==> config.mk <==
export PLATFORM = sky130hd
export DESIGN_NAME = unsigned_to_ascii_digits
export DESIGN_NICKNAME = d
export VERILOG_FILES = /design/src/u2a_pkg.sv /design/src/unsigned_to_ascii_digits.sv
export SDC_FILE = /design/constraint.sdc
export NUM_CORES = 1
export LEC_CHECK = 0
export ABC_AREA = 1
export BUFFER_PORTS_ARGS = -buffer_cell sky130_fd_sc_hd__buf_2
export CELL_PAD_IN_SITES_DETAIL_PLACEMENT = 0
export CELL_PAD_IN_SITES_GLOBAL_PLACEMENT = 1
export CORE_MARGIN = 1
export CORE_UTILIZATION = 30
export CTS_BUF_LIST = sky130_fd_sc_hd__clkbuf_4
export DETAILED_ROUTE_END_ITERATION = 10
export PLACE_DENSITY_LB_ADDON = 0.05
export SLEW_MARGIN = 15
export SYNTH_ARGS = -nofsm -noshare
export SYNTH_HDL_FRONTEND = slang
export SYNTH_SLANG_ARGS = --single-unit
==> constraint.sdc <==
create_clock -name clk -period 7.6 [get_ports clk]
set_input_delay 1.14 -clock clk [delete_from_list [all_inputs] [get_ports clk]]
set_output_delay 1.14 -clock clk [all_outputs]
set_load 0.01 [all_outputs]
==> src/u2a_pkg.sv <==
`default_nettype none
// ----------------------------------------------------------------------------
// u2a_pkg
// Shared types, constants and helpers for the unsigned to ASCII digit
// converter: controller states, digit counts and the character mapping.
// ----------------------------------------------------------------------------
package u2a_pkg;

    // Controller states
    typedef enum logic [1:0] {
        ST_IDLE,
        ST_CONV,
        ST_SKIP,
        ST_EMIT
    } u2a_state_t;

    localparam int unsigned VALUE_W    = 32;
    localparam int unsigned DIGIT_W    = 4;
    localparam int unsigned DEC_DIGITS = 10;
    localparam int unsigned HEX_DIGITS = 8;
    localparam int unsigned BUF_W      = DEC_DIGITS * DIGIT_W;
    localparam int unsigned CNT_W      = $clog2(VALUE_W);
    localparam int unsigned REM_W      = $clog2(DEC_DIGITS + 1);

    localparam logic        MODE_DEC   = 1'b0;
    localparam logic        MODE_HEX   = 1'b1;

    localparam logic [6:0]  CHAR_ZERO    = 7'h30;
    localparam logic [6:0]  CHAR_UPPER_A = 7'h41;
    localparam logic [3:0]  DEC_LIMIT    = 4'd10;
    localparam logic [3:0]  DABBLE_MIN   = 4'd5;
    localparam logic [3:0]  DABBLE_ADD   = 4'd3;

    // Map one digit (0..15) to its ASCII character
    function automatic logic [6:0] digit_to_ascii(input logic [3:0] d);
        logic [6:0] ch;
        if (d >= DEC_LIMIT)
        begin
            ch = CHAR_UPPER_A + {3'b000, d - DEC_LIMIT};
        end
        else
        begin
            ch = CHAR_ZERO + {3'b000, d};
        end
        return ch;
    endfunction

    // Double-dabble correction for one BCD digit ahead of the shift
    function automatic logic [3:0] dabble_adjust(input logic [3:0] d);
        logic [3:0] r;
        if (d >= DABBLE_MIN)
        begin
            r = d + DABBLE_ADD;
        end
        else
        begin
            r = d;
        end
        return r;
    endfunction

endpackage : u2a_pkg
`default_nettype wire

==> src/unsigned_to_ascii_digits.sv <==
`default_nettype none
// ----------------------------------------------------------------------------
// unsigned_to_ascii_digits
// Converts a 32-bit unsigned value to its decimal or hexadecimal ASCII digits,
// most significant first, without leading zeros, one character per transaction.
// ----------------------------------------------------------------------------
// Channel | Signals                              | Direction
// --------+--------------------------------------+----------
// input   | in_valid, in_ready, value, mode      | in
// output  | out_valid, out_ready, ascii_char,last| out
//
// Decimal: after the value is accepted in idle, the bit-serial double-dabble
// converter shifts in all 32 value bits with add-3 correction. Leading zeros
// are then dropped one digit at a time before the digits are presented.
// Hex: the value is loaded straight into the digit shift register, and the
// same zero-drop stage and digit presentation follow.
// One value is handled at a time; in_ready is high only when idle. A stalled
// output holds the current character. Reset returns the controller to idle.
// ----------------------------------------------------------------------------
module unsigned_to_ascii_digits (
    input  wire logic                          clk,
    input  wire logic                          rst_n,
    input  wire logic                          in_valid,
    output logic                               in_ready,
    input  wire logic [u2a_pkg::VALUE_W-1:0]   value,
    input  wire logic                          mode,
    output logic                               out_valid,
    input  wire logic                          out_ready,
    output logic [6:0]                         ascii_char,
    output logic                               last
);
    import u2a_pkg::*;

    u2a_state_t         state_reg, state_next;
    logic [CNT_W-1:0]   cnt_reg, cnt_next;
    logic [REM_W-1:0]   rem_reg, rem_next;
    logic [VALUE_W-1:0] bin_reg, bin_next;
    logic [BUF_W-1:0]   dig_reg, dig_next;
    logic [BUF_W-1:0]   dig_adj;
    logic [DIGIT_W-1:0] top_digit;

    // Correct every BCD digit ahead of the next shift
    always_comb
    begin
        for (int i = 0; i < DEC_DIGITS; i++)
        begin
            dig_adj[i*DIGIT_W +: DIGIT_W] = dabble_adjust(dig_reg[i*DIGIT_W +: DIGIT_W]);
        end
    end

    assign top_digit  = dig_reg[BUF_W-1 -: DIGIT_W];
    assign ascii_char = digit_to_ascii(top_digit);
    assign last       = (rem_reg == REM_W'(1));
    assign in_ready   = (state_reg == ST_IDLE);
    assign out_valid  = (state_reg == ST_EMIT);

    // Hold state and datapath registers
    always_ff @(posedge clk or negedge rst_n)
    begin
        if (!rst_n)
        begin
            state_reg <= ST_IDLE;
            cnt_reg   <= '0;
            rem_reg   <= '0;
        end
        else
        begin
            state_reg <= state_next;
            cnt_reg   <= cnt_next;
            rem_reg   <= rem_next;
        end
    end

    always_ff @(posedge clk)
    begin
        bin_reg <= bin_next;
        dig_reg <= dig_next;
    end

    // Next state and datapath control
    always_comb
    begin
        state_next = state_reg;
        cnt_next   = cnt_reg;
        rem_next   = rem_reg;
        bin_next   = bin_reg;
        dig_next   = dig_reg;
        unique case (state_reg)
            ST_IDLE:
            begin
                if (in_valid)
                begin
                    cnt_next = '0;
                    if (mode == MODE_HEX)
                    begin
                        // Load hex nibbles straight into the top of the buffer
                        dig_next   = {value, {(BUF_W-VALUE_W){1'b0}}};
                        rem_next   = REM_W'(HEX_DIGITS);
                        state_next = ST_SKIP;
                    end
                    else
                    begin
                        bin_next   = value;
                        dig_next   = '0;
                        rem_next   = REM_W'(DEC_DIGITS);
                        state_next = ST_CONV;
                    end
                end
            end
            ST_CONV:
            begin
                // Shift one binary bit into the BCD digits
                dig_next = {dig_adj[BUF_W-2:0], bin_reg[VALUE_W-1]};
                bin_next = {bin_reg[VALUE_W-2:0], 1'b0};
                cnt_next = cnt_reg + CNT_W'(1);
                if (cnt_reg == CNT_W'(VALUE_W-1))
                begin
                    state_next = ST_SKIP;
                end
            end
            ST_SKIP:
            begin
                // Drop leading zeros, keeping at least one digit
                if ((top_digit == '0) && (rem_reg != REM_W'(1)))
                begin
                    dig_next = {dig_reg[BUF_W-DIGIT_W-1:0], {DIGIT_W{1'b0}}};
                    rem_next = rem_reg - REM_W'(1);
                end
                else
                begin
                    state_next = ST_EMIT;
                end
            end
            ST_EMIT:
            begin
                // Advance to the next digit once this one is taken
                if (out_ready)
                begin
                    if (rem_reg == REM_W'(1))
                    begin
                        state_next = ST_IDLE;
                    end
                    else
                    begin
                        dig_next = {dig_reg[BUF_W-DIGIT_W-1:0], {DIGIT_W{1'b0}}};
                        rem_next = rem_reg - REM_W'(1);
                    end
                end
            end
            default:
            begin
                state_next = ST_IDLE;
            end
        endcase
    end

endmodule : unsigned_to_ascii_digits
`default_nettype wire

==> reports/results.ini, run 1 <==
[clock_network]
cts_resized = 0
cts_setup_buffers = 0
root_buffer = clkbuf_4
cts_max_level = 3
cts_made_buffers = 9
ctsHoldBuffers = 0
clk_latency_ps = 450
cts_sinks = 83
cts_tree = built
clock_path_buffers = 2
clk_pin_slew_ps = 130

[power_and_ir_drop]
p_seq_frac = 0.383
swShare = 0.476
p_clk_frac = 0.092
ir_drop_mv = 0.146
power.internal_mw = 1.31
p_leak_nw = 2.61
power_switching_mw = 1.19
combPwrFrac = 0.524
p_per_area_nw_per_um2 = 434

[critical_path]
startpoint_type = flip-flop
cp.required_ps = 6460
worstPathArrival_ps = 1970
path_max_fanout = 6
path_class = reg -> out
worst_setup_path_end_kind = output pin
worstRegToRegCells = 8

[synth]
synth_edf_count = 72
synth_ff_type = edfxtp_1
syn_area_per_cell_um2 = 8.45
postSynthCellCount = 617
synth_top_cell_area_share = 0.414
yosysMostFrequentCell = nand2_1
yosys.area.top_type = edfxtp_1
ys_async_sr_fraction = 0.133
seq_area_frac_synth = 0.467
syn_area_um2 = 5220
synth_area_leaders = edfxtp_1, nand2_1, ha_1
synth-seq-cells = 83
syn_nets = 687
synth_common_cells = nand2_1, inv_1, edfxtp_1, nand3_1, o21ai_0
ys_warn_count = 0
synth.distinct_cells = 32

[sta]
rsz0062_at_grt = false
min_period_over_period = 0.409
fmax_mhz = 322
slew_viol_final = 0
hold_viol = 0
final.setup.tns_ps = 0
skew_ps = 12.8
slew_headroom = 0.471
min_period_ps = 3110
tightest_slew_ps = 792
setup_viol = 0

[placed_design]
hpwl_um = 9330
gp_congestion = 0.800
place.port_buffers = 46
dpl_cell_area_um2 = 5660
dp.cells = 869

[hold_path]
hp-class = reg -> reg
hold-path-cell-count = 2

[global_route]
antenna_found_initial = 1
grt_max_degree = 57
grt_pass1_vias = 4068
grt_pass1_wl_um = 21700
grt-ovfl-total = 0
grt_use_total = 0.160

[floorplanning]
die_h_um = 134
placementRows = 47
die-area_um2 = 17900
io_pins = 47
fp.dieW_um = 134
core_area_um2 = 16800
start_util = 0.311

[job]
drv_cap = 0

[finish]
fin_nets = 730
areaGrowthSynthToFinish_pct = 10.6
final_cells = 886
largest_reg_flops = 40
drive_gt1_frac = 0.134
fill_cells = 1805
final_area_um2 = 5770

[detailed_routing]
drc_errors = 0
routed_via_density = 4.66
vias = 4127
first_pass_iters = 4
drtAntennaViolNets = 0
dr.first_iter.drc_count = 185
wl_per_cell_um = 15.3
routed_wl_um = 13600

[run_status]
status = completed

[layer usage]
layer  GRT usage  vias up  share of wire
li1            -     2126              -
met1       0.207     1936           0.48
met2       0.271       52           0.48
met3      0.0219       13          0.026
met4      0.0568        0          0.013
met5           0        -              0
[cell type report]
cell class                      instances  area (µm²)  area share
Multi-Input combinational cell        423        2330       0.405
Clock inverter                          5        22.5     0.00390
Timing Repair Buffer                   50         260      0.0451
Inverter                               93         354      0.0614
Clock buffer                           11        82.6      0.0143
Antenna cell                            1        2.50    0.000434
Tap cell                              220         275      0.0477
Sequential cell                        83        2440       0.422
[power by group through the flow]
stage | Clock [mW] | Combinational, mW | Sequential [mW]
after floorplan | 0 | 0.996 | 0.940
after global placement | 0 | 1.33 | 0.972
after detailed placement | 0 | 1.33 | 0.969
after CTS | 0.246 | 1.34 | 0.961
after global routing | 0.260 | 1.52 | 0.990
final | 0.231 | 1.31 | 0.961
[path summary, 6_finish.rpt]
| kind | start | endpoint | slack [ps] |
|---|---|---|---|
| worst min-delay path | cnt_reg[4] | cnt_reg[4] | 500 |
| worst max register to register | state_reg[1] | dig_reg[27] | 4920 |
| min in group asynchronous | rst_n | rem_reg[0] | 550 |
| max in group asynchronous | rst_n | state_reg[0] | 6820 |
| worst min register to register | cnt_reg[4] | cnt_reg[4] | 500 |
| worst max-delay path | dig_reg[37] | ascii_char[4] | 4490 |
[cell families after synthesis]
| kind of cell | count (synthesis) | synth area share |
|---|---|---|
| xor+xnor | 9 | 0.0151 |
| buf+inv | 111 | 0.0899 |
| fa+ha+maj | 33 | 0.0792 |
| flops | 83 | 0.467 |
| compound gates | 95 | 0.117 |
| simple gates | 286 | 0.232 |
[layout by cell type (no fill, tap or decap)]
cell type	n
diode_2	1
nand3b_1	1
o21ai_0	44
dfrtp_1	11
edfxtp_1	72
nand3_2	1
o21bai_1	11
clkbuf_4	11
o22ai_1	5
nand3_1	54
o211ai_1	4
nand2_1	175
inv_6	1
buf_2	46
nor2_1	41
nor2_4	2
and2_1	1
o22ai_2	8
inv_1	90
clkinv_2	3
ha_2	1
o221ai_1	8
ha_1	32
nor3_1	1
xor2_1	9
o21ai_1	4
nand4_1	4
buf_4	4
a21oi_4	2
nand2_2	2
inv_2	4
a21oi_1	9
or2_2	3
nand2_8	1
[stage by stage]
stage | setup WS [ps] | power [mW] | hold slack, ps | utilization
6_report | 4490 | 2.51 | 498 | 0.344
5_1_grt | 4330 | 2.77 | 514 | 0.344
3_5_place_dp | 4880 | 2.30 | 473 | 0.338
4_1_cts | 4440 | 2.55 | 504 | 0.344
3_3_place_gp | 4860 | 2.30 | 480 | 0.338
2_1_floorplan | 3750 | 1.94 | 448 | -
[critical path, cell delays in order, from the launching register on]
cell and delay, ps:
edfxtp_1 460, inv_1 200, ha_1 270, or2_2 300, o21ai_0 140, buf_2 150
Note: power is estimated with default switching activity, not from simulation.
==> inputs of run 2 (changes only) <==
==> constraint.sdc (replaced) <==
create_clock -name clk -period 2.6 [get_ports clk]
set_input_delay 0.39 -clock clk [delete_from_list [all_inputs] [get_ports clk]]
set_output_delay 0.39 -clock clk [all_outputs]
set_load 0.01 [all_outputs]
==> run 2 against run 1 <==
Against the previous run: power grew to 3.0 times the previous value; critical path depth stayed put; sequential cell count unchanged; register-to-register slack worse by 4400 ps; combinational power increased to 3.0 times the previous value; sequential power rose to 2.9 times the previous value; design area rose by 1.5%; die area unchanged.
==> reports/results.ini, run 2 (synthesized netlist as in run 1, its figures left out) <==
[run_status]
status = completed

[placed_design]
place.port_buffers = 46  ; unchanged
pre_cts_ws_ps = 465  ; -4410 ps
hpwl_um = 9940  ; +6.6%
dpl_cell_area_um2 = 5710  ; +0.88%
dp.cells = 874  ; +0.58%
gp_congestion = 0.786  ; -1.8%

[finish]
largest_reg_flops = 40  ; unchanged
most-common-layout-cells = nand2_1, inv_1, edfxtp_1, nand3_1, buf_2
diodes = 0  ; -1
fin_nets = 736  ; +0.82%
final_cells = 891  ; +0.56%
multi_input_area_um2 = 2330  ; unchanged
fill_cells = 1792  ; -0.72%
utilization = 0.350  ; +0.00530
final_common_cell = nand2_1
final_area_um2 = 5860  ; +1.5%
drive_gt1_frac = 0.139  ; +0.00476
seq_area_um2 = 2440  ; unchanged
areaGrowthSynthToFinish_pct = 12.3

[global_route]
grt_pass1_vias = 4150  ; +2.0%
top_usage_layer = met2
grt_use_total = 0.164  ; +0.00385
use_met3 = 0.0393  ; +0.0174
grt-ovfl-total = 0  ; unchanged
grt_use_met2 = 0.275  ; +0.00403
grt_max_degree = 49  ; -14%
grt_pass1_wl_um = 22100  ; +1.9%
met1_usage = 0.209  ; +0.00291
antenna_found_initial = 0  ; -1

[sta]
rsz0062_at_grt = false
holdWs_ps = 212  ; -286 ps
final_critical_path_setup_slack_ps = 208  ; -4280 ps
skew_ps = 16.6  ; +3.80 ps
min_period_over_period = 0.920
setup_viol = 0  ; unchanged
fmax_mhz = 418
slew_viol_final = 0  ; unchanged
hold_viol = 0  ; unchanged
slew_headroom = 0.619  ; +0.148
tightest_slew_ps = 570  ; -221 ps
min_period_ps = 2390
final.setup.tns_ps = 0  ; unchanged

[critical_path]
critPathMaxStageDelay_ps = 460  ; about the same
worstPathArrival_ps = 2000  ; +30 ps
cp.required_ps = 2210  ; -4250 ps
path_max_fanout = 6  ; unchanged
startpoint_type = flip-flop
worst_setup_path_end_kind = output pin
critical-path-slowest-cell = edfxtp_1
path_class = reg -> out
worstPathCellList = inv_1, ha_1, or2_2, o21ai_0, buf_2

[detailed_routing]
first_pass_iters = 4  ; unchanged
dr.first_iter.drc_count = 227  ; +23%
routed_wl_um = 13700  ; +1.1%
wl_per_cell_um = 15.4  ; +0.58%
drtAntennaViolNets = 0  ; unchanged
vias = 4161  ; +0.82%
drc_errors = 0  ; unchanged
routed_via_density = 4.67  ; +0.26%

[power_and_ir_drop]
p_per_area_nw_per_um2 = 1280  ; +190%
total_power_mw = 7.51  ; +200%
ir_drop_mv = 0.435  ; +200%
p_leak_nw = 2.65  ; +1.2%

[clock_network]
cts_sinks = 83  ; unchanged
clk_pin_slew_ps = 140  ; about the same
ctsHoldBuffers = 1  ; +1
cts_setup_buffers = 0  ; unchanged
cts_made_buffers = 9  ; unchanged
root_buffer = clkbuf_4
cts_resized = 0  ; unchanged
clock_path_buffers = 2  ; unchanged
clk_latency_ps = 460  ; about the same
cts_max_level = 3  ; unchanged
cts_tree = built

[floorplanning]
fp.dieW_um = 134  ; unchanged
core_area_um2 = 16800  ; unchanged
io_pins = 47  ; unchanged
die_h_um = 134  ; unchanged
start_util = 0.311  ; unchanged
die-area_um2 = 17900  ; unchanged
placementRows = 47  ; unchanged

[hold_path]
hp-class = in -> reg

[job]
drv_cap = 0  ; unchanged

## run 2: path summary, 6_finish.rpt
kind	start	to	slack (ps)	cells past startpoint
hold reg to reg	cnt_reg[4]	cnt_reg[4]	510	2
setup reg to reg	state_reg[0]	bin_reg[12]	500	8
hold / removal	value[22]	bin_reg[22]	210	3
setup / recovery	dig_reg[37]	ascii_char[4]	210	5
max in group asynchronous	rst_n	state_reg[0]	2050	2
min in group asynchronous	rst_n	rem_reg[0]	310	2
## run 2: area by class of cell
cell class                 instances  share of cell area
sequential                        83               0.416
multi-input combinational        423               0.399
inverter                          93              0.0604
timing repair buffer              56              0.0547
tap                              220              0.0470
clock buffer                      11              0.0141
clock inverter                     5             0.00918
## run 2: worst max-delay path: cells and delay by family, from the launching register on
| family | cells | cell delay, ps |
|---|---|---|
| AO/OA/AOI/OAI | 1 | 150 |
| buffers and inverters | 2 | 350 |
| flip-flops | 1 | 460 |
| AND/OR/NAND/NOR | 1 | 310 |
| adder cells (fa/ha/maj) | 1 | 280 |
## run 2: where the power goes
group | total (mW) | leakage [nW] | internal [mW] | switching (mW)
logic | 3.90 | 1.71 | 1.28 | 2.61
clock network | 0.784 | 0.0705 | 0.310 | 0.474
registers | 2.82 | 0.867 | 2.42 | 0.405
## run 2: layer usage
metal	routed length, µm	part of all wire
met1	6410	0.47
met2	6540	0.48
met3	594	0.043
met4	189	0.014
met5	0	0
==> inputs of run 3 (changes only) <==
--- a/config.mk
+++ b/config.mk
@@ -10,7 +10,7 @@
 export CELL_PAD_IN_SITES_DETAIL_PLACEMENT = 0
 export CELL_PAD_IN_SITES_GLOBAL_PLACEMENT = 1
 export CORE_MARGIN = 1
-export CORE_UTILIZATION = 30
+export CORE_UTILIZATION = 42
 export CTS_BUF_LIST = sky130_fd_sc_hd__clkbuf_4
 export DETAILED_ROUTE_END_ITERATION = 10
 export PLACE_DENSITY_LB_ADDON = 0.05
==> run 3 against run 2 <==
Against the previous run: count of clock-buffer cells in the layout is 2 lower; setup slack better by 32 ps; cell count is 6.1% lower; die area is 28% lower; hold slack better by 6.3 ps; highest routed layer unchanged.
==> reports/results.ini, run 3 (synthesized netlist as in run 1, its figures left out) <==
[run_status]
status = completed

[power_and_ir_drop]
ir_drop_mv = 0.802  ; +85%
p_leak_nw = 2.65  ; +0.23%
p_per_area_nw_per_um2 = 1290  ; +1.1%

[detailed_routing]
routed_wl_um = 12200  ; -11%
wl_met3_um = 366  ; -38%
routed_via_density = 4.89  ; +4.7%
first_pass_iters = 4  ; unchanged
wl_per_cell_um = 14.6  ; -5.0%
dr.first_iter.drc_count = 219  ; -3.5%
met1_length_um = 6050  ; -5.5%
routed-wl-met2_um = 5720  ; -12%
top_layer = met4
drc_errors = 0  ; unchanged
vias = 4094  ; -1.6%
drtAntennaViolNets = 0  ; unchanged

[sta]
min_period_ps = 2360  ; -32.5 ps
rsz0062_at_grt = false
skew_ps = 14.2  ; -2.42 ps
hold_viol = 0  ; unchanged
setup_viol = 0  ; unchanged
slew_headroom = 0.587  ; -0.0320
min_period_over_period = 0.908  ; -0.0125
final.setup.tns_ps = 0  ; unchanged
fmax_mhz = 424  ; +1.4%
tightest_slew_ps = 618  ; +47.9 ps
slew_viol_final = 0  ; unchanged

[finish]
fin_nets = 734  ; -0.27%
largest_reg_flops = 40  ; unchanged
most-common-layout-cells = nand2_1, inv_1, edfxtp_1, nand3_1, buf_2
diodes = 0  ; unchanged
final_cells = 837  ; -6.1%
drive_gt1_frac = 0.135  ; -0.00407
final_area_um2 = 5790  ; -1.1%
areaGrowthSynthToFinish_pct = 11.0
final_common_cell = nand2_1

[floorplanning]
io_pins = 47  ; unchanged
placementRows = 40  ; -15%
die-area_um2 = 12900  ; -28%
core_area_um2 = 12100  ; -28%
fp.dieW_um = 113  ; -15%
die_h_um = 113  ; -15%
start_util = 0.432  ; +0.121

[clock_network]
cts_tree = built
root_buffer = clkbuf_4
clk_pin_slew_ps = 140  ; about the same
clk_latency_ps = 450  ; about the same
cts_made_buffers = 9  ; unchanged
clock_path_buffers = 2  ; unchanged
cts_setup_buffers = 0  ; unchanged
cts_max_level = 3  ; unchanged
cts_sinks = 83  ; unchanged

[hold_path]
hold-path-cell-count = 3  ; unchanged
hp-class = in -> reg

[placed_design]
dp.cells = 820  ; -6.2%
hpwl_um = 8440  ; -15%
place.port_buffers = 46  ; unchanged
dpl_cell_area_um2 = 5630  ; -1.4%
gp_congestion = 0.761  ; -3.1%

[critical_path]
r2r_slack_ps = 440  ; -60 ps
crit_family = flip-flops
worstRegToRegCells = 8  ; unchanged
worstPathArrival_ps = 1970  ; -30 ps
critPathMaxStageDelay_ps = 450  ; about the same
critical-path-slowest-cell = edfxtp_1
worst-path-stages = 6  ; +1
path_max_fanout = 6  ; unchanged
path_class = reg -> out
crit_buf_inv = 2  ; unchanged
worstPathCellList = inv_1, ha_1, or2_2, nand3_1, o21ai_0, buf_2
startpoint_type = flip-flop
cp.required_ps = 2210  ; about the same
worst_setup_path_end_kind = output pin

[global_route]
grt_max_degree = 41  ; -16%
grt_use_total = 0.206  ; +0.0427
antenna_found_initial = 0  ; unchanged
grt-ovfl-total = 0  ; unchanged
grt_pass1_wl_um = 20300  ; -8.5%
grt_pass1_vias = 3982  ; -4.0%

[job]
drv_cap = 0  ; unchanged

-- run 3: worst min-delay path, stage by stage --
cell and delay [ps]:
buf_2 90, nand2_1 50, nand2_1 40
-- run 3: timing repair --
| item | CTS | global route |
|---|---|---|
| setup endpoints to repair | 0 | 0 |
| hold endpoints to repair | 11 | 0 |
| gates resized for setup | 0 | 0 |
| hold buffers | 1 | 0 |
-- run 3: final timing paths --
kind                               from             to
setup / recovery            dig_reg[37]  ascii_char[2]
hold / removal                 value[2]     bin_reg[2]
setup reg to reg           state_reg[0]    bin_reg[23]
hold reg to reg              cnt_reg[4]     cnt_reg[4]
max in group asynchronous         rst_n   state_reg[0]
min in group asynchronous         rst_n     rem_reg[2]
-- run 3: final cells by class --
cell class	count	area, µm²
clock buffers	9	67.6
clock inverters	7	82.6
repair buffers	54	305
fillers	1201	6270
flip-flops and latches	83	2440
well taps	168	210
inverters	93	354
multi-input cells	423	2330
-- run 3: per-layer routing --
layer,GRT usage,vias to the layer above
met4,0.0430,0
met5,0,-
li1,-,2128
met3,0.0478,7
met1,0.276,1902
met2,0.343,57
-- run 3: through the flow --
step	utilization	setup WS, ps	total power, mW	hold slack (ps)
3_3_place_gp	0.467	562	6.65	290
2_1_floorplan	-	5.08	5.65	94.4
4_1_cts	0.480	181	7.58	186
3_5_place_dp	0.467	458	6.71	287
6_report	0.480	240	7.50	218
5_1_grt	0.480	19.5	8.26	193
-- run 3: report_power, final --
group	switching, mW	internal, mW
Combinational	2.58	1.26
Clock	0.465	0.379
Sequential	0.389	2.42
